--- config.mk ---
export PLATFORM = sky130hd
export DESIGN_NAME = lifegen_csr
export DESIGN_NICKNAME = d
export VERILOG_FILES = /design/src/hw/rtl/life_automaton_generation_macros.svh /design/src/hw/rtl/lifegen_pkg.sv /design/src/hw/rtl/lifegen_csr.sv
export SDC_FILE = /design/constraint.sdc
export NUM_CORES = 1
export LEC_CHECK = 0
export ABC_CLOCK_PERIOD_IN_PS = 2029
export BUFFER_PORTS_ARGS = -buffer_cell sky130_fd_sc_hd__buf_2
export CAP_MARGIN = 10
export CORE_UTILIZATION = 30
export DETAILED_ROUTE_END_ITERATION = 8
export PLACE_DENSITY = 0.77
export SLEW_MARGIN = 20
export SYNTH_ARGS = -nofsm -noshare
export SYNTH_HDL_FRONTEND = slang
export SYNTH_SLANG_ARGS = --single-unit
--- constraint.sdc ---
create_clock -name clock -period 2.03 [get_ports clock]
set_input_delay 0 -clock clock [delete_from_list [all_inputs] [get_ports clock]]
set_output_delay 0 -clock clock [all_outputs]
set_load 0.02 [all_outputs]
--- src/hw/rtl/life_automaton_generation_macros.svh ---
// Assertion helpers for the RTL that carries checks.
`ifndef LIFE_AUTOMATON_GENERATION_MACROS_SVH
`define LIFE_AUTOMATON_GENERATION_MACROS_SVH

// Same-cycle implication, disabled while reset is high.
`define LIFEGEN_ASSERT_SAME(lbl, clk, rst, ante, cons, msg) \
   lbl: assert property (@(posedge clk) disable iff (rst) (ante) |-> (cons)) \
      else $error(msg);

// Next-cycle implication, disabled while reset is high.
`define LIFEGEN_ASSERT_NEXT(lbl, clk, rst, ante, cons, msg) \
   lbl: assert property (@(posedge clk) disable iff (rst) (ante) |=> (cons)) \
      else $error(msg);

`endif

--- src/hw/rtl/lifegen_pkg.sv ---
`timescale 1ns / 1ps

package lifegen_pkg;

   // Width of the grid size registers.
   localparam int DIM_W = 7;

   localparam logic [1:0] OP_WRITE = 2'd0;
   localparam logic [1:0] OP_STEP  = 2'd1;
   localparam logic [1:0] OP_READ  = 2'd2;

   // Controller to datapath.
   typedef struct packed {
      logic accept;
      logic cell_rd;
      logic cell_wr;
      logic step_run;
      logic load_rsp;
   } cmd_type;

   // Datapath to controller.
   typedef struct packed {
      logic req_inside;
      logic step_done;
   } sts_type;

endpackage

--- src/hw/rtl/lifegen_csr.sv ---
`timescale 1ns / 1ps

module lifegen_csr #(
   parameter int MAX_ROWS = 64,
   parameter int MAX_COLS = 64
) (
   input  logic                            clock,
   input  logic                            reset,
   input  logic                            psel,
   input  logic                            penable,
   input  logic                            pwrite,
   input  logic [2:0]                      paddr,
   input  logic [31:0]                     pwdata,
   output logic [31:0]                     prdata,
   output logic                            pready,
   output logic [lifegen_pkg::DIM_W-1:0]   eff_rows,
   output logic [lifegen_pkg::DIM_W-1:0]   eff_cols
);

   localparam logic       REG_ROWS = 1'b0;
   localparam logic       REG_COLS = 1'b1;
   localparam logic [8:0] ROW_LIM  = 9'(MAX_ROWS);
   localparam logic [8:0] COL_LIM  = 9'(MAX_COLS);

   logic [lifegen_pkg::DIM_W-1:0] rows_ff;
   logic [lifegen_pkg::DIM_W-1:0] cols_ff;
   logic                          wr_en;

   // Zero acts as one, anything above the grid acts as the grid size.
   function automatic logic [lifegen_pkg::DIM_W-1:0] clamp_dim(
      input logic [lifegen_pkg::DIM_W-1:0] v,
      input logic [8:0]                    lim
   );
      logic [lifegen_pkg::DIM_W-1:0] r;
      r = v;
      if (v == '0) begin
         r = lifegen_pkg::DIM_W'(1);
      end else if ({2'b00, v} > lim) begin
         r = lim[lifegen_pkg::DIM_W-1:0];
      end
      return r;
   endfunction

   assign pready = 1'b1;
   assign wr_en  = psel & penable & pwrite & pready;

   always_ff @(posedge clock) begin
      if (reset) begin
         rows_ff <= lifegen_pkg::DIM_W'(64);
         cols_ff <= lifegen_pkg::DIM_W'(64);
      end else if (wr_en) begin
         if (paddr[2] == REG_ROWS) begin
            rows_ff <= pwdata[lifegen_pkg::DIM_W-1:0];
         end else begin
            cols_ff <= pwdata[lifegen_pkg::DIM_W-1:0];
         end
      end
   end

   always_comb begin
      prdata = '0;
      case (paddr[2])
         REG_ROWS: prdata[lifegen_pkg::DIM_W-1:0] = rows_ff;
         REG_COLS: prdata[lifegen_pkg::DIM_W-1:0] = cols_ff;
         default:  prdata = '0;
      endcase
   end

   assign eff_rows = clamp_dim(rows_ff, ROW_LIM);
   assign eff_cols = clamp_dim(cols_ff, COL_LIM);

endmodule

==> summary.txt <==
Status: completed
Crit-path cells: or3_1, o41ai_2, buf_2
Synth Flop Type: dfxtp_1
Global route overflow: 0
Final Cell Area: 1126 um2
Count leader, synth: buf_4
Core Area: 3153 um2
Warnings from Yosys: 0
Reg2reg path depth: 2
Initial antenna violation count: 0
Peak Freq: 0.6809 GHz
Synth Instances: 110
Async S/R FF share, synth: 0
Family with the most delay on the worst path: simple AND/OR/NAND/NOR gates
Max Cap Viol: 0
Sequential cell area fraction in the yosys report: 0.2718
Mapped Area: 1031 um2
Resized cells post-CTS: 0
Slowest CP cell: or3_1
Die H: 60.62 um
Vias: 717
WP data required: 2.03 ns
Crit path arrival time: 1.47 ns
Worst Path Class, Setup: flop to output port
Clock tree buffer depth: 2
Post-synth top area share: 0.2718
Clock Latency Late Sink: 0.27 ns
Compound-gate portion of the synthesized area: 0.03155
Largest net degree at the start of global routing: 22
Routed vias/inst: 3.961
Hold Slack: 0.002681 ns
Start of the worst register-to-register path: cols_ff[6]
Clock slew at reported path FFs: 0.08 ns
DRC errors left: 0
Final hold violations: 0
Vias in the first global route: 647
Post-synthesis mux area share: 0.2124
Full die area: 3675 um2
Critical hold path startpoint: pwdata[5]
First-pass GRT wire length: 2.967 mm
Worst Path Max Fanout: 4
Post-Layout Cell Count: 181
Placed standard-cell area: 1094 um2
Post-Route Setup TNS: 0 ns
Worst setup path end: eff_cols[0]
Kind of end point of the critical path: output port
Largest cells by area after synthesis: dfxtp_1 27%, buf_4 19%, mux2i_1 14%, nand2b_1 12%, mux2_2 7.6%
GPL Wtd Cong: 0.7250
Antenna diode count: 0
Cell depth of the worst setup path: 3
Post-Synth Simple-Gate Area: 0.2367
RR Endpoint: cols_ff[6]
Synth top cells by count: 26 x buf_4, 20 x nand2b_1, 14 x dfxtp_1, 14 x mux2i_1, 10 x nor2b_1
Fraction of layout cells with a size suffix above 1: 0.3358
Pleak: 0.5805 nW
Syn avg cell area: 9.373 um2
CP max stage delay: 0.39 ns
RSZ-0062 raised after global routing: false
CTS tree: yes
DR pass1 iterations: 4
Final Max Tran Viols: 0
Chip width: 60.62 um
Largest family of logic cells by synthesized area: buffers and inverters
Pwr Total: 0.5562 mW
#FFs+latches synth: 14
Cts bufs inserted: 3
CP Launch Point: cols_ff[1]
Crit path buf inv count: 1
Cell taking the most area after synthesis: dfxtp_1
Clock skew: 0 ns
FF-to-FF setup slack: 1.22 ns
Initial Util: 0.3270
CTS root buf: clkbuf_4
Synth cell types: 14
Tcrit/Tclk final: 0.7235
PwrDens: 493.9 nW/um2
Adder-Cell Fraction of Synth Area: 0
H-tree levels: 1
Gr usage total: 0.1143
Num ports: 87
Finish-stage setup viols: 0
Clk sink count: 14
Max VDD drop: 0.2022 mV
Net count, final: 179
Rows: 20
Hold crit path type: input port to flop
Layout area overhead: 9.223%
Number of flops mapped to enable cells by yosys: 0
Post-CTS Setup Bufs: 0
First DRT Iteration DRCs: 11
Routed WL per cell: 10.91 um
Xor-xnor portion of the synthesized cell area: 0
WL final: 1.975 mm
Buffers added on ports: 33
Fin crit period: 1.469 ns
HPWL Detailed: 1.480 mm
Startpoint type of the worst setup path: flop
Post-route ant nets: 0
Inst Count DP: 177
flip-flops by register name, summed over array words and instances, names as in the netlist:
register  cells
rows_ff       7
cols_ff       7
per-stage QoR:
stage	utilization	setup slack, ns
floorplan	-	0.8955
global placement	0.3468	0.8647
detailed placement	0.3468	0.8641
CTS	0.3571	0.5529
global route	0.3571	0.5369
finish	0.3571	0.5614
layout make-up:
cell class | count | area [um2]
Sequential cell | 14 | 280.3
Clock buffer | 3 | 22.52
Multi-Input combinational cell | 86 | 593.1
Tap cell | 44 | 55.05
Timing Repair Buffer | 34 | 175.2
Fill cell | 347 | 2027
cell usage in the layout, fill, tap and decap left out:
cell           count
nand4b_4           1
dfxtp_1           14
o41ai_2            2
or3_1              2
nor2b_1           10
buf_2             33
mux2i_1           14
nand2b_1          20
mux2_2             7
clkbuf_4           3
and4_1             1
dlygate4sd3_1      1
nor2_1             3
conb_1            26
worst register-to-register path, cell delays in order (launching register included):
cell and delay (ns):
dfxtp_1 0.54, nor2_1 0.09, mux2i_1 0.12
routing by layer:
metal / global-route usage / part of all wire / vias up
li1: - / - / 359
met1: 0.1591 / 0.49 / 317
met2: 0.1648 / 0.43 / 37
met3: 0.01919 / 0.057 / 4
met4: 0.06818 / 0.019 / 0
met5: 0 / 0 / -
logic make-up (layout without fill, tap and decap cells):
logic type	after synthesis	after routing
buffers and inverters	34	37
AO/OA/AOI/OAI	2	2
flip-flops	14	14
multiplexers	21	21
other	2	26
AND/OR/NAND/NOR	37	37
power breakdown:
part           leakage (nW)  total (mW)  switching [mW]  internal [mW]
Combinational         0.453       0.111          0.0759         0.0347
Sequential            0.113       0.288         0.00774          0.281
Clock                0.0138       0.157          0.0886         0.0688
Total                 0.581       0.556           0.172          0.384
how the worst min path moves through the flow:
stage,end,slack [ns],cells past startpoint
floorplan,rows_ff[6],0.17,2
global placement,rows_ff[6],0.27,3
detailed placement,rows_ff[6],0.28,3
CTS,rows_ff[5],0.004,3
global route,rows_ff[4],0.01,3
finish,rows_ff[5],0.003,3
timing repair:
| item | CTS | global route |
|---|---|---|
| setup endpoints to repair | 0 | 0 |
| endpoints found under the hold margin | 2 | 0 |
| hold buffers | 1 | 0 |
Note: power is estimated with default switching activity, not from simulation.
