File: src/hw/rtl/life_automaton_generation_macros.svh
// Assertion helpers for the RTL that carries checks.
`ifndef LIFE_AUTOMATON_GENERATION_MACROS_SVH
`define LIFE_AUTOMATON_GENERATION_MACROS_SVH

// Same-cycle implication, disabled while reset is high.
`define LIFEGEN_ASSERT_SAME(lbl, clk, rst, ante, cons, msg) \
   lbl: assert property (@(posedge clk) disable iff (rst) (ante) |-> (cons)) \
      else $error(msg);

// Next-cycle implication, disabled while reset is high.
`define LIFEGEN_ASSERT_NEXT(lbl, clk, rst, ante, cons, msg) \
   lbl: assert property (@(posedge clk) disable iff (rst) (ante) |=> (cons)) \
      else $error(msg);

`endif

File: src/hw/rtl/lifegen_pkg.sv
`timescale 1ns / 1ps

package lifegen_pkg;

   // Width of the grid size registers.
   localparam int DIM_W = 7;

   localparam logic [1:0] OP_WRITE = 2'd0;
   localparam logic [1:0] OP_STEP  = 2'd1;
   localparam logic [1:0] OP_READ  = 2'd2;

   // Controller to datapath.
   typedef struct packed {
      logic accept;
      logic cell_rd;
      logic cell_wr;
      logic step_run;
      logic load_rsp;
   } cmd_type;

   // Datapath to controller.
   typedef struct packed {
      logic req_inside;
      logic step_done;
   } sts_type;

endpackage

File: src/hw/rtl/lifegen_ctrl.sv
`timescale 1ns / 1ps

module lifegen_ctrl (
   input  logic                 clock,
   input  logic                 reset,
   input  logic                 req_valid,
   output logic                 req_ready,
   input  logic [1:0]           req_opcode,
   output logic                 rsp_valid,
   input  logic                 rsp_ready,
   output lifegen_pkg::cmd_type cmd,
   input  lifegen_pkg::sts_type sts
);

   localparam logic [2:0] ST_IDLE    = 3'd0;
   localparam logic [2:0] ST_CELL_RD = 3'd1;
   localparam logic [2:0] ST_CELL_OP = 3'd2;
   localparam logic [2:0] ST_STEP    = 3'd3;
   localparam logic [2:0] ST_FINISH  = 3'd4;

   logic [2:0] state_ff;
   logic [2:0] state_in;
   logic       rsp_valid_ff;
   logic       rsp_valid_in;
   logic       accept;
   logic       slot_free;

   assign req_ready = (state_ff == ST_IDLE);
   assign accept    = req_valid & req_ready;
   assign slot_free = !rsp_valid_ff || rsp_ready;

   always_comb begin
      cmd.accept   = accept;
      cmd.cell_rd  = (state_ff == ST_CELL_RD);
      cmd.cell_wr  = (state_ff == ST_CELL_OP);
      cmd.step_run = (state_ff == ST_STEP);
      cmd.load_rsp = (state_ff == ST_FINISH) && slot_free;
   end

   always_comb begin
      state_in = state_ff;
      case (state_ff)
         ST_IDLE: begin
            if (accept) begin
               if (req_opcode == lifegen_pkg::OP_STEP) begin
                  state_in = ST_STEP;
               end else if (((req_opcode == lifegen_pkg::OP_WRITE) ||
                             (req_opcode == lifegen_pkg::OP_READ)) && sts.req_inside) begin
                  state_in = ST_CELL_RD;
               end else begin
                  state_in = ST_FINISH;
               end
            end
         end
         ST_CELL_RD: state_in = ST_CELL_OP;
         ST_CELL_OP: state_in = ST_FINISH;
         ST_STEP: begin
            if (sts.step_done) begin
               state_in = ST_FINISH;
            end
         end
         ST_FINISH: begin
            if (slot_free) begin
               state_in = ST_IDLE;
            end
         end
         default: state_in = ST_IDLE;
      endcase
   end

   assign rsp_valid_in = cmd.load_rsp | (rsp_valid_ff & !rsp_ready);

   always_ff @(posedge clock) begin
      if (reset) begin
         state_ff     <= ST_IDLE;
         rsp_valid_ff <= 1'b0;
      end else begin
         state_ff     <= state_in;
         rsp_valid_ff <= rsp_valid_in;
      end
   end

   assign rsp_valid = rsp_valid_ff;

endmodule

File: config.mk
export PLATFORM = sky130hd
export DESIGN_NAME = lifegen_ctrl
export DESIGN_NICKNAME = d
export VERILOG_FILES = /design/src/hw/rtl/life_automaton_generation_macros.svh /design/src/hw/rtl/lifegen_pkg.sv /design/src/hw/rtl/lifegen_ctrl.sv
export SDC_FILE = /design/constraint.sdc
export NUM_CORES = 1
export LEC_CHECK = 0
export CAP_MARGIN = 20
export CORE_AREA = 4 4 41 43
export DETAILED_ROUTE_END_ITERATION = 10
export DIE_AREA = 0 0 45 47
export DONT_BUFFER_PORTS = 1
export GPL_ROUTABILITY_DRIVEN = 0
export PLACE_DENSITY = 0.33
export SLEW_MARGIN = 30
export SYNTH_ARGS = -nofsm -noshare
export SYNTH_HDL_FRONTEND = slang
export SYNTH_SLANG_ARGS = --single-unit
File: constraint.sdc
create_clock -name clock -period 1.9 [get_ports clock]
set_input_delay 0.19 -clock clock [delete_from_list [all_inputs] [get_ports clock]]
set_output_delay 0.19 -clock clock [all_outputs]
set_load 0.1 [all_outputs]
==> qor.log, run 1 <==
[run_status] status complete, no violations
[placement] detailed-placement wirelength estimate 577 um
[timing] total setup violations reported at the end of the flow 0
[clock_network] number of setup buffers added after CTS 0
[critical_path] endpoint type of the worst setup path output pin
[synthesis] yosys synthesis warning count 0
[clock_network] clock root buffer master sky130_fd_sc_hd__clkbuf_4
[drt] Routed WL 704 um
[die] area enclosed by the die boundary 0.00212 mm2
[critical_path] slowest CP cell sky130_fd_sc_hd__dfxtp_1
[clock_network] CTS clk-pin slew, worst paths 40 ps
[synthesis] Mapped Avg Cell Area 8.27 um2
[cells_and_area] sequential cell area in the final layout 80.1 um2
[clock_network] clk sinks 4
[cells_and_area] net count reported at finish 49
[power] LEAKAGE 0.148 nW
[clock_network] clock tree from TritonCTS built
[critical_path] critical path launch point type flip-flop
[critical_path] Setup Crit Path Kind reg -> out
[timing] fin crit share 86.6%
[drt] number of remaining DRC errors 0
[synthesis] #FFs+latches synth 4
[grt] initial antenna violation count 0
[grt] largest net degree at the start of global routing 11
[critical_path] delay-heaviest family, CP flip-flops
[timing] post-route setup TNS 0 ps
[timing] final setup margin 255 ps
[synthesis] number of instances in the synthesized netlist 31
[die] die width 45 um
[grt] global-route usage over all layers 8.45%
[cells_and_area] share of cells above drive strength 1 41.0%
[die] Die Height 47 um
[grt] first-pass GRT wire length 1230 um
[drt] routed via count divided by cell count 4.65
[cells_and_area] commonest non-fill, non-tap cells in the layout sky130_fd_sc_hd__buf_4, sky130_fd_sc_hd__dfxtp_1, sky130_fd_sc_hd__clkbuf_4
[drt] first-pass detailed-route iteration total 3
[clock_network] Post-CTS Hold Fix Bufs 0
[die] number of top-level design ports 15
[cells_and_area] area occupied by multi-input gates 200 um2
[grt] via count of the first global-routing pass 267
[job] Max Cap Violations 0
[critical_path] required time at the endpoint of the critical path 1710 ps
[cells_and_area] layout overhead on the synthesized area 57.1%
[clock_network] maximum number of buffers from clock root to sink 2
[critical_path] worst path bufs/invs 2
[power] P per Cell Area 938 mW/mm2
[critical_path] worst-path maximum fanout 8
[timing] max_slew headroom 71.1%
[timing] final hold violation count 0
[critical_path] largest stage delay on the critical path 520 ps
[die] num rows 13
[timing] clock tree skew after final layout 1.72 ps
[cells_and_area] number of diodes added for antenna fixing 0
[power] worst vdd ir 0.335 mV
[synthesis] syn nets 39
[placement] worst slack after detailed placement 491 ps
[cells_and_area] commonest non-fill, non-tap cell in the layout sky130_fd_sc_hd__buf_4
[critical_path] crit-path cells inv_1, nor4_4, buf_12
[drt] Antenna Violating Nets Remaining 0
[clock_network] Gates resized, CTS repair 0
[synthesis] synthesized area 256 um2
[clock_network] CTS buffer count 3
[placement] input/output buffers 0
[hold_path] class of the tightest hold or removal check in -> reg
[timing] slew at the pin closest to its max-slew limit 433 ps
[drt] wire length per cell 13.0 um
[critical_path] Data arrival, critical path 1460 ps
[power] Power, Total 0.378 mW
[timing] highest achievable clock rate 0.608 GHz
[drt] count of vias placed by the detailed router 251
[cells_and_area] number of inserted filler cells in the final layout 151
[clock_network] clock latency on the worst-skew pair 230 ps
[timing] worst hold margin 25.8 ps
[synthesis] Cell variety after synth 21
[die] area of the placeable core 0.00130 mm2
[timing] fin crit period 1650 ps
[synthesis] sequential element share of the synthesized area 31.2%
[die] starting density of the core 19.7%
[drt] Iteration-0 DRC Markers 2
[timing] RSZ-0062 raised after global routing false
[grt] remaining global-route overflow 0
[timing] Pins Over Slew Limit 0
[clock_network] CTS H-tree lvls 1
[final timing paths]
path,start,end,slack [ps],cells after the start
worst max-delay path,state_ff[2]$_SDFFE_PP0P_,cmd[0],250,3
worst min-delay path,reset,state_ff[2]$_SDFFE_PP0P_,30,1
worst max register to register,state_ff[2]$_SDFFE_PP0P_,state_ff[2]$_SDFFE_PP0P_,550,3
worst min register to register,state_ff[2]$_SDFFE_PP0P_,rsp_valid$_SDFF_PP0_,660,2
[cell type report]
class,instances,share of cell area (%)
Clock buffer,3,5.59
Inverter,1,0.932
Multi-Input combinational cell,24,49.7
Sequential cell,4,19.9
Tap cell,15,4.66
Timing Repair Buffer,7,19.3
[cells by family after synthesis]
family	share of synthesized area [%]
simple gates	40.0
compound gates	22.4
flops	31.2
buf+inv	6.34
[registers in the layout, indices dropped and copies added (netlist names)]
name	count
rsp_valid	1
state_ff	3
[report_power, final]
part | switching (mW) | internal (mW) | total (mW) | leakage [nW]
Clock | 0.0329 | 0.0705 | 0.103 | 0.0138
Combinational | 0.117 | 0.0517 | 0.169 | 0.101
Sequential | 0.0149 | 0.0906 | 0.105 | 0.0327
Total | 0.165 | 0.213 | 0.378 | 0.148
[metal layers]
metal | vias to the layer above | GRT usage (%) | part of all wire, %
met3 | 0 | 4.60 | 7.4
met2 | 6 | 13.0 | 52
met4 | 0 | 7.02 | 0
li1 | 128 | - | -
met1 | 117 | 8.41 | 40
met5 | - | 0 | 0
[through the flow]
step	instance area [um2]	util [%]	cells
floorplan	282	-	31
global placement	380	29.2	51
detailed placement	380	29.2	51
CTS	403	31.0	54
global route	403	31.0	54
finish	403	31.0	54
[cell usage after synthesis]
library cell,count,area (um2)
sky130_fd_sc_hd__nor3b_1,1,7.51
sky130_fd_sc_hd__nand2b_1,2,12.5
sky130_fd_sc_hd__and2_1,2,12.5
sky130_fd_sc_hd__o21a_1,1,7.51
sky130_fd_sc_hd__inv_1,1,3.75
sky130_fd_sc_hd__a221oi_1,1,8.76
sky130_fd_sc_hd__nor3_1,1,5.00
sky130_fd_sc_hd__nor2b_1,3,18.8
sky130_fd_sc_hd__nor2_1,2,7.51
sky130_fd_sc_hd__or4_1,1,7.51
sky130_fd_sc_hd__buf_4,1,7.51
sky130_fd_sc_hd__nor4_1,1,6.26
sky130_fd_sc_hd__and2b_2,2,17.5
sky130_fd_sc_hd__a2111oi_0,1,8.76
sky130_fd_sc_hd__dfxtp_1,4,80.1
sky130_fd_sc_hd__o21ai_0,1,5.00
sky130_fd_sc_hd__nand3b_1,1,7.51
sky130_fd_sc_hd__a32oi_1,1,8.76
sky130_fd_sc_hd__buf_2,1,5.00
sky130_fd_sc_hd__a21oi_1,2,10.0
sky130_fd_sc_hd__o2bb2ai_1,1,8.76
[worst register-to-register path, cell delays in order (launching register included)]
cell                       delay, ps
sky130_fd_sc_hd__dfxtp_1         400
sky130_fd_sc_hd__nand2b_1        240
sky130_fd_sc_hd__or4_1           520
sky130_fd_sc_hd__a21oi_1         130
(Power assumes the default switching activity.)
==> inputs of run 2 (changes only) <==
Settings changed: ABC_AREA set to 1, CELL_PAD_IN_SITES_DETAIL_PLACEMENT set to 1, CELL_PAD_IN_SITES_GLOBAL_PLACEMENT set to 1, PLACE_DENSITY 0.33 to 0.46.
==> run 2 against run 1 <==
Non-clock buffer count is the same. Die area is the same. Critical path depth grew 1. Maximum frequency grew 11%. Hold slack lost 7.5 ps. Clock skew is essentially flat. Sequential cell count is the same. Cell count grew 28%. Critical endpoint unchanged. Wire length grew 6.5%. Critical path type unchanged. Worst setup slack gained 160 ps. First-iteration DRC count grew to 2.5 times the previous value.
==> qor.log, run 2 <==
[timing] fin crit period 1490 ps [-158 ps]
[cells_and_area] area occupied by multi-input gates 153 um2 [-24%]
[synthesis] Synth async-reset ratio 0% [unchanged]
[synthesis] sequential element share of the synthesized area 30.3% [-0.89 points]
[cells_and_area] net count reported at finish 64 [+31%]
[run_status] status complete, no violations
[drt] first-pass detailed-route iteration total 3 [unchanged]
[critical_path] endpoint type of the worst setup path output pin
[die] number of top-level design ports 15 [unchanged]
[critical_path] required time at the endpoint of the critical path 1710 ps [about the same]
[synthesis] Post-synth EDFFs 0 [unchanged]
[clock_network] number of setup buffers added after CTS 0 [unchanged]
[synthesis] leading post-synthesis cells by instance count sky130_fd_sc_hd__nor2_1, sky130_fd_sc_hd__inv_1, sky130_fd_sc_hd__nand2_1, sky130_fd_sc_hd__dfxtp_1, sky130_fd_sc_hd__nand3_1
[die] die width 45 um [unchanged]
[cells_and_area] non-filler instance count after layout 69 [+28%]
[cells_and_area] layout overhead on the synthesized area 36.5%
[drt] Routed WL 750 um [+6.5%]
[timing] clock tree skew after final layout 1.25 ps [-0.474 ps]
[synthesis] #FFs+latches synth 4 [unchanged]
[critical_path] Setup Crit Path Kind reg -> out
[grt] global-route usage over all layers 8.84% [+0.39 points]
[job] Max Cap Violations 0 [unchanged]
[cells_and_area] sequential cell area in the final layout 80.1 um2 [unchanged]
[clock_network] clk sinks 4 [unchanged]
[critical_path] critical path launch point type flip-flop
[die] area of the placeable core 0.00130 mm2 [unchanged]
[clock_network] maximum number of buffers from clock root to sink 2 [unchanged]
[grt] largest net degree at the start of global routing 6 [-5]
[timing] post-route setup TNS 0 ps [unchanged]
[cells_and_area] share of cells above drive strength 1 33.3% [-7.7 points]
[placement] Placed Instance Area 338 um2 [-11%]
[synthesis] Cell variety after synth 13 [-38%]
[timing] max_slew headroom 81.4% [+10 points]
[cells_and_area] total non-filler cell area in the finished layout 360 um2 [-11%]
[timing] Pins Over Slew Limit 0 [unchanged]
[synthesis] prevailing post-synth register cell sky130_fd_sc_hd__dfxtp_1
[clock_network] clock root buffer master sky130_fd_sc_hd__clkbuf_4
[die] area enclosed by the die boundary 0.00212 mm2 [unchanged]
[placement] detailed-placement wirelength estimate 657 um [+14%]
[clock_network] CTS clk-pin slew, worst paths 40 ps [about the same]
[drt] wire length per cell 10.9 um [-17%]
[clock_network] clock latency on the worst-skew pair 240 ps [about the same]
[grt] first-pass GRT wire length 1240 um [+1.1%]
[synthesis] Mapped Avg Cell Area 5.87 um2 [-29%]
[critical_path] worst-path maximum fanout 5 [-3]
[synthesis] syn nets 53 [+36%]
[cells_and_area] Largest register FFs 3 [unchanged]
[critical_path] delay-heaviest family, CP simple AND/OR/NAND/NOR gates
[critical_path] dominant cell type by count on the critical path sky130_fd_sc_hd__nor2_2
[clock_network] clock tree from TritonCTS built
[placement] placed cell count 66 [+29%]
[hold_path] class of the tightest hold or removal check in -> reg
[grt] initial antenna violation count 0 [unchanged]
[cells_and_area] largest register by flop count state_ff
[drt] routed via count divided by cell count 4.35 [-6.5%]
[clock_network] Gates resized, CTS repair 0 [unchanged]
[drt] count of vias placed by the detailed router 300 [+20%]
[synthesis] number of instances in the synthesized netlist 45 [+45%]
[grt] via count of the first global-routing pass 311 [+16%]
[timing] fin crit share 78.3% [-8.3 points]
[timing] highest achievable clock rate 0.672 GHz [+11%]
[critical_path] slowest CP cell sky130_fd_sc_hd__dfxtp_1
[critical_path] worst path bufs/invs 1 [-1]
[timing] total setup violations reported at the end of the flow 0 [unchanged]
[drt] Antenna Violating Nets Remaining 0 [unchanged]
[die] Die Height 47 um [unchanged]
[critical_path] largest stage delay on the critical path 350 ps [-170 ps]
[clock_network] Post-CTS Hold Fix Bufs 0 [unchanged]
[grt] remaining global-route overflow 0 [unchanged]
[placement] input/output buffers 0 [unchanged]
[timing] final hold violation count 0 [unchanged]
[critical_path] crit-path cells nor2_2, nand2_1, nor2_2, buf_4
[cells_and_area] commonest non-fill, non-tap cell in the layout sky130_fd_sc_hd__inv_1
[die] starting density of the core 20.3% [+0.58 points]
[timing] RSZ-0062 raised after global routing false
[synthesis] largest area contributor in the netlist sky130_fd_sc_hd__dfxtp_1
[drt] Iteration-0 DRC Markers 5 [+3]
[clock_network] CTS H-tree lvls 1 [unchanged]
[drt] number of remaining DRC errors 0 [unchanged]
[synthesis] most frequent cell after synthesis sky130_fd_sc_hd__nor2_1
[synthesis] yosys synthesis warning count 0 [unchanged]
[die] num rows 13 [unchanged]
[timing] slew at the pin closest to its max-slew limit 281 ps [-152 ps]
[critical_path] Data arrival, critical path 1300 ps [-160 ps]
[clock_network] CTS buffer count 3 [unchanged]
[synthesis] Yosys top cell area share 30.3% [-0.89 points]
[synthesis] synthesized area 264 um2 [+2.9%]
[synthesis] leading cell types by total area after synthesis sky130_fd_sc_hd__dfxtp_1, sky130_fd_sc_hd__nor2_1, sky130_fd_sc_hd__inv_1
[cells_and_area] number of inserted filler cells in the final layout 179 [+19%]
[cells_and_area] number of diodes added for antenna fixing 0 [unchanged]
[cells_and_area] commonest non-fill, non-tap cells in the layout sky130_fd_sc_hd__inv_1, sky130_fd_sc_hd__nand2_1, sky130_fd_sc_hd__nor2_1, sky130_fd_sc_hd__buf_4, sky130_fd_sc_hd__nor2_2
## run 2: worst paths after layout
path                       startpoint                        to  slack (ps)  cells past startpoint
max reg2reg  state_ff[1]$_SDFFE_PP0P_  state_ff[2]$_SDFFE_PP0P_         780                      6
max          state_ff[1]$_SDFFE_PP0P_                    cmd[0]         410                      4
min reg2reg  state_ff[2]$_SDFFE_PP0P_      rsp_valid$_SDFF_PP0_         560                      2
min                             reset      rsp_valid$_SDFF_PP0_          20                      1
## run 2: metal layers
layer / vias up / global-route usage, % / wire length, um
li1: 154 / - / -
met1: 129 / 8.84 / 306
met2: 13 / 13.6 / 366
met3: 4 / 1.53 / 39
met4: 0 / 12.3 / 37
met5: - / 0 / 0
## run 2: layout make-up
type | instances | share of cell area (%)
inverters | 9 | 9.37
well taps | 15 | 5.21
clock buffers | 3 | 6.25
flip-flops and latches | 4 | 22.2
repair buffers | 7 | 14.6
multi-input cells | 31 | 42.4
## run 2: cell families (layout without fill, tap and decap cells)
family,count (synthesis),count (layout),synth area share (%)
flops,4,4,30.3
simple gates,27,27,46.0
buf+inv,10,19,15.6
compound gates,4,4,8.06
## run 2: through the flow
step | worst slack, ps | util [%] | hold WS [ps]
detailed placement | 667 | 26.0 | 266
global placement | 702 | 26.0 | 260
finish | 413 | 27.7 | 18.3
global route | 338 | 27.7 | 4.26
CTS | 407 | 27.7 | 8.58
floorplan | 64.1 | - | 259
Power of run 2 is not shown: default switching activity piles up to over one toggle a cycle in this logic, so the estimate is an artifact.
==> inputs of run 3 (changes only) <==
Clock period 1.9 ns to 1.4 ns, I/O delays scaled along.
==> run 3 against run 2 <==
Via count is 0.67% higher. Non-clock buffer count is 1 higher. Utilization is 7.8 points higher. Sequential cell count stayed put. Clock skew is 2.7 ps higher. Hold slack better by 43 ps. Global-route usage is 0.079 points higher. Cell area is 28% higher.
==> qor.log, run 3 (synthesis gave the netlist of run 2 again) <==
[hold_path] class of the tightest hold or removal check in -> reg
[clock_network] clock latency on the worst-skew pair 240 ps [about the same]
[cells_and_area] commonest non-fill, non-tap cells in the layout sky130_fd_sc_hd__nand2_1, sky130_fd_sc_hd__inv_1, sky130_fd_sc_hd__nor2_1, sky130_fd_sc_hd__buf_12, sky130_fd_sc_hd__dfxtp_4
[grt] first-pass GRT wire length 1260 um [+1.0%]
[critical_path] slowest CP cell sky130_fd_sc_hd__dfxtp_4
[timing] total setup violations reported at the end of the flow 0 [unchanged]
[drt] Iteration-0 DRC Markers 2 [-3]
[timing] max_slew headroom 79.9% [-1.5 points]
[die] area of the placeable core 0.00130 mm2 [unchanged]
[grt] largest net degree at the start of global routing 6 [unchanged]
[clock_network] maximum number of buffers from clock root to sink 2 [unchanged]
[cells_and_area] total non-filler cell area in the finished layout 462 um2 [+28%]
[die] die width 45 um [unchanged]
[placement] input/output buffers 0 [unchanged]
[drt] routed via count divided by cell count 4.31 [-0.77%]
[critical_path] crit-path cells nor2_4, nand2_4, clkinvlp_4, buf_4
[critical_path] worst path bufs/invs 2 [+1]
[timing] RSZ-0062 raised after global routing false
[critical_path] endpoint type of the worst setup path output pin
[timing] Pins Over Slew Limit 0 [unchanged]
[critical_path] worst-path maximum fanout 4 [-1]
[drt] first-pass detailed-route iteration total 2 [-1]
[die] num rows 13 [unchanged]
[drt] wire length per cell 10.5 um [-3.0%]
[timing] final hold violation count 0 [unchanged]
[grt] via count of the first global-routing pass 321 [+3.2%]
[die] number of top-level design ports 15 [unchanged]
[clock_network] Gates resized, CTS repair 0 [unchanged]
[clock_network] clock root buffer master sky130_fd_sc_hd__clkbuf_4
[die] area enclosed by the die boundary 0.00212 mm2 [unchanged]
[clock_network] CTS buffer count 3 [unchanged]
[clock_network] clk sinks 4 [unchanged]
[drt] number of remaining DRC errors 0 [unchanged]
[cells_and_area] layout overhead on the synthesized area 74.9%
[placement] detailed-placement wirelength estimate 653 um [-0.62%]
[die] Die Height 47 um [unchanged]
[drt] Antenna Violating Nets Remaining 0 [unchanged]
[drt] Routed WL 738 um [-1.6%]
[grt] initial antenna violation count 0 [unchanged]
[timing] clock tree skew after final layout 3.93 ps [+2.68 ps]
[timing] slew at the pin closest to its max-slew limit 300 ps [+19.3 ps]
[die] starting density of the core 20.3% [unchanged]
[grt] remaining global-route overflow 0 [unchanged]
[job] Max Cap Violations 0 [unchanged]
[critical_path] largest stage delay on the critical path 350 ps [about the same]
[critical_path] required time at the endpoint of the critical path 1260 ps [-450 ps]
[cells_and_area] net count reported at finish 65 [+1.6%]
[grt] global-route usage over all layers 8.92% [+0.079 points]
[placement] Placed Instance Area 429 um2 [+27%]
[clock_network] number of setup buffers added after CTS 0 [unchanged]
[run_status] status complete, no violations
[timing] fin crit period 1340 ps
[critical_path] critical path launch point type flip-flop
[clock_network] CTS clk-pin slew, worst paths 40 ps [about the same]
[clock_network] clock tree from TritonCTS built
[timing] fin crit share 95.4%
[cells_and_area] number of diodes added for antenna fixing 0 [unchanged]
[cells_and_area] share of cells above drive strength 1 45.5% [+12 points]
[timing] highest achievable clock rate 0.749 GHz
[timing] worst hold margin 61.4 ps [+43.1 ps]
[critical_path] delay-heaviest family, CP buffers and inverters
[cells_and_area] Largest register FFs 3 [unchanged]
[clock_network] CTS H-tree lvls 1 [unchanged]
[critical_path] Data arrival, critical path 1200 ps [-100 ps]
[cells_and_area] largest register by flop count state_ff
[critical_path] Setup Crit Path Kind reg -> out
[drt] count of vias placed by the detailed router 302 [+0.67%]
==> run 3: area by class of cell <==
cell class	instances	area (um2)
Clock buffer	3	22.5
Fill cell	173	840
Inverter	9	37.5
Multi-Input combinational cell	31	175
Sequential cell	4	95.1
Tap cell	15	18.8
Timing Repair Buffer	8	113
==> run 3: worst reg2reg max path: stages, from the launching register on <==
cell                      delay (ps)
sky130_fd_sc_hd__dfxtp_4         330
sky130_fd_sc_hd__inv_1            30
sky130_fd_sc_hd__nor2_1          240
sky130_fd_sc_hd__nand3_1         160
sky130_fd_sc_hd__nand3_2         140
sky130_fd_sc_hd__nand2_1          60
sky130_fd_sc_hd__nand2_1          60
sky130_fd_sc_hd__nor2_1           30
==> run 3: path summary, 6_finish.rpt <==
path	cells past startpoint	start	slack, ps	to
worst max-delay path	4	state_ff[0]$_SDFFE_PP0P_	60	req_ready
worst min-delay path	3	reset	60	state_ff[2]$_SDFFE_PP0P_
worst max register to register	7	rsp_valid$_SDFF_PP0_	230	state_ff[2]$_SDFFE_PP0P_
worst min register to register	4	rsp_valid$_SDFF_PP0_	600	rsp_valid$_SDFF_PP0_
==> run 3: stage by stage <==
stage	setup TNS, ps	util, %	setup WS (ps)	std cells
final	0	35.5	64.1	70
after global routing	0	35.5	27.3	70
after CTS	0	35.5	52.4	70
after detailed placement	0	33.0	219	66
after global placement	0	33.0	247	66
after floorplan	-108	-	-40.1	45
==> run 3: per-layer routing <==
layer  up-vias  wire (um)  track usage [%]
li1        156          -                -
met1       127        317             10.2
met2        15        325             12.4
met3         4         51             2.30
met4         0         44             10.5
met5         -          0                0
==> run 3: repair_timing <==
action                                  4_1_cts  5_1_grt
endpoints found under the setup margin        0        0
endpoints found under the hold margin         1        0
hold buffers                                  1        0
Power of run 3 is left out for the same reason.
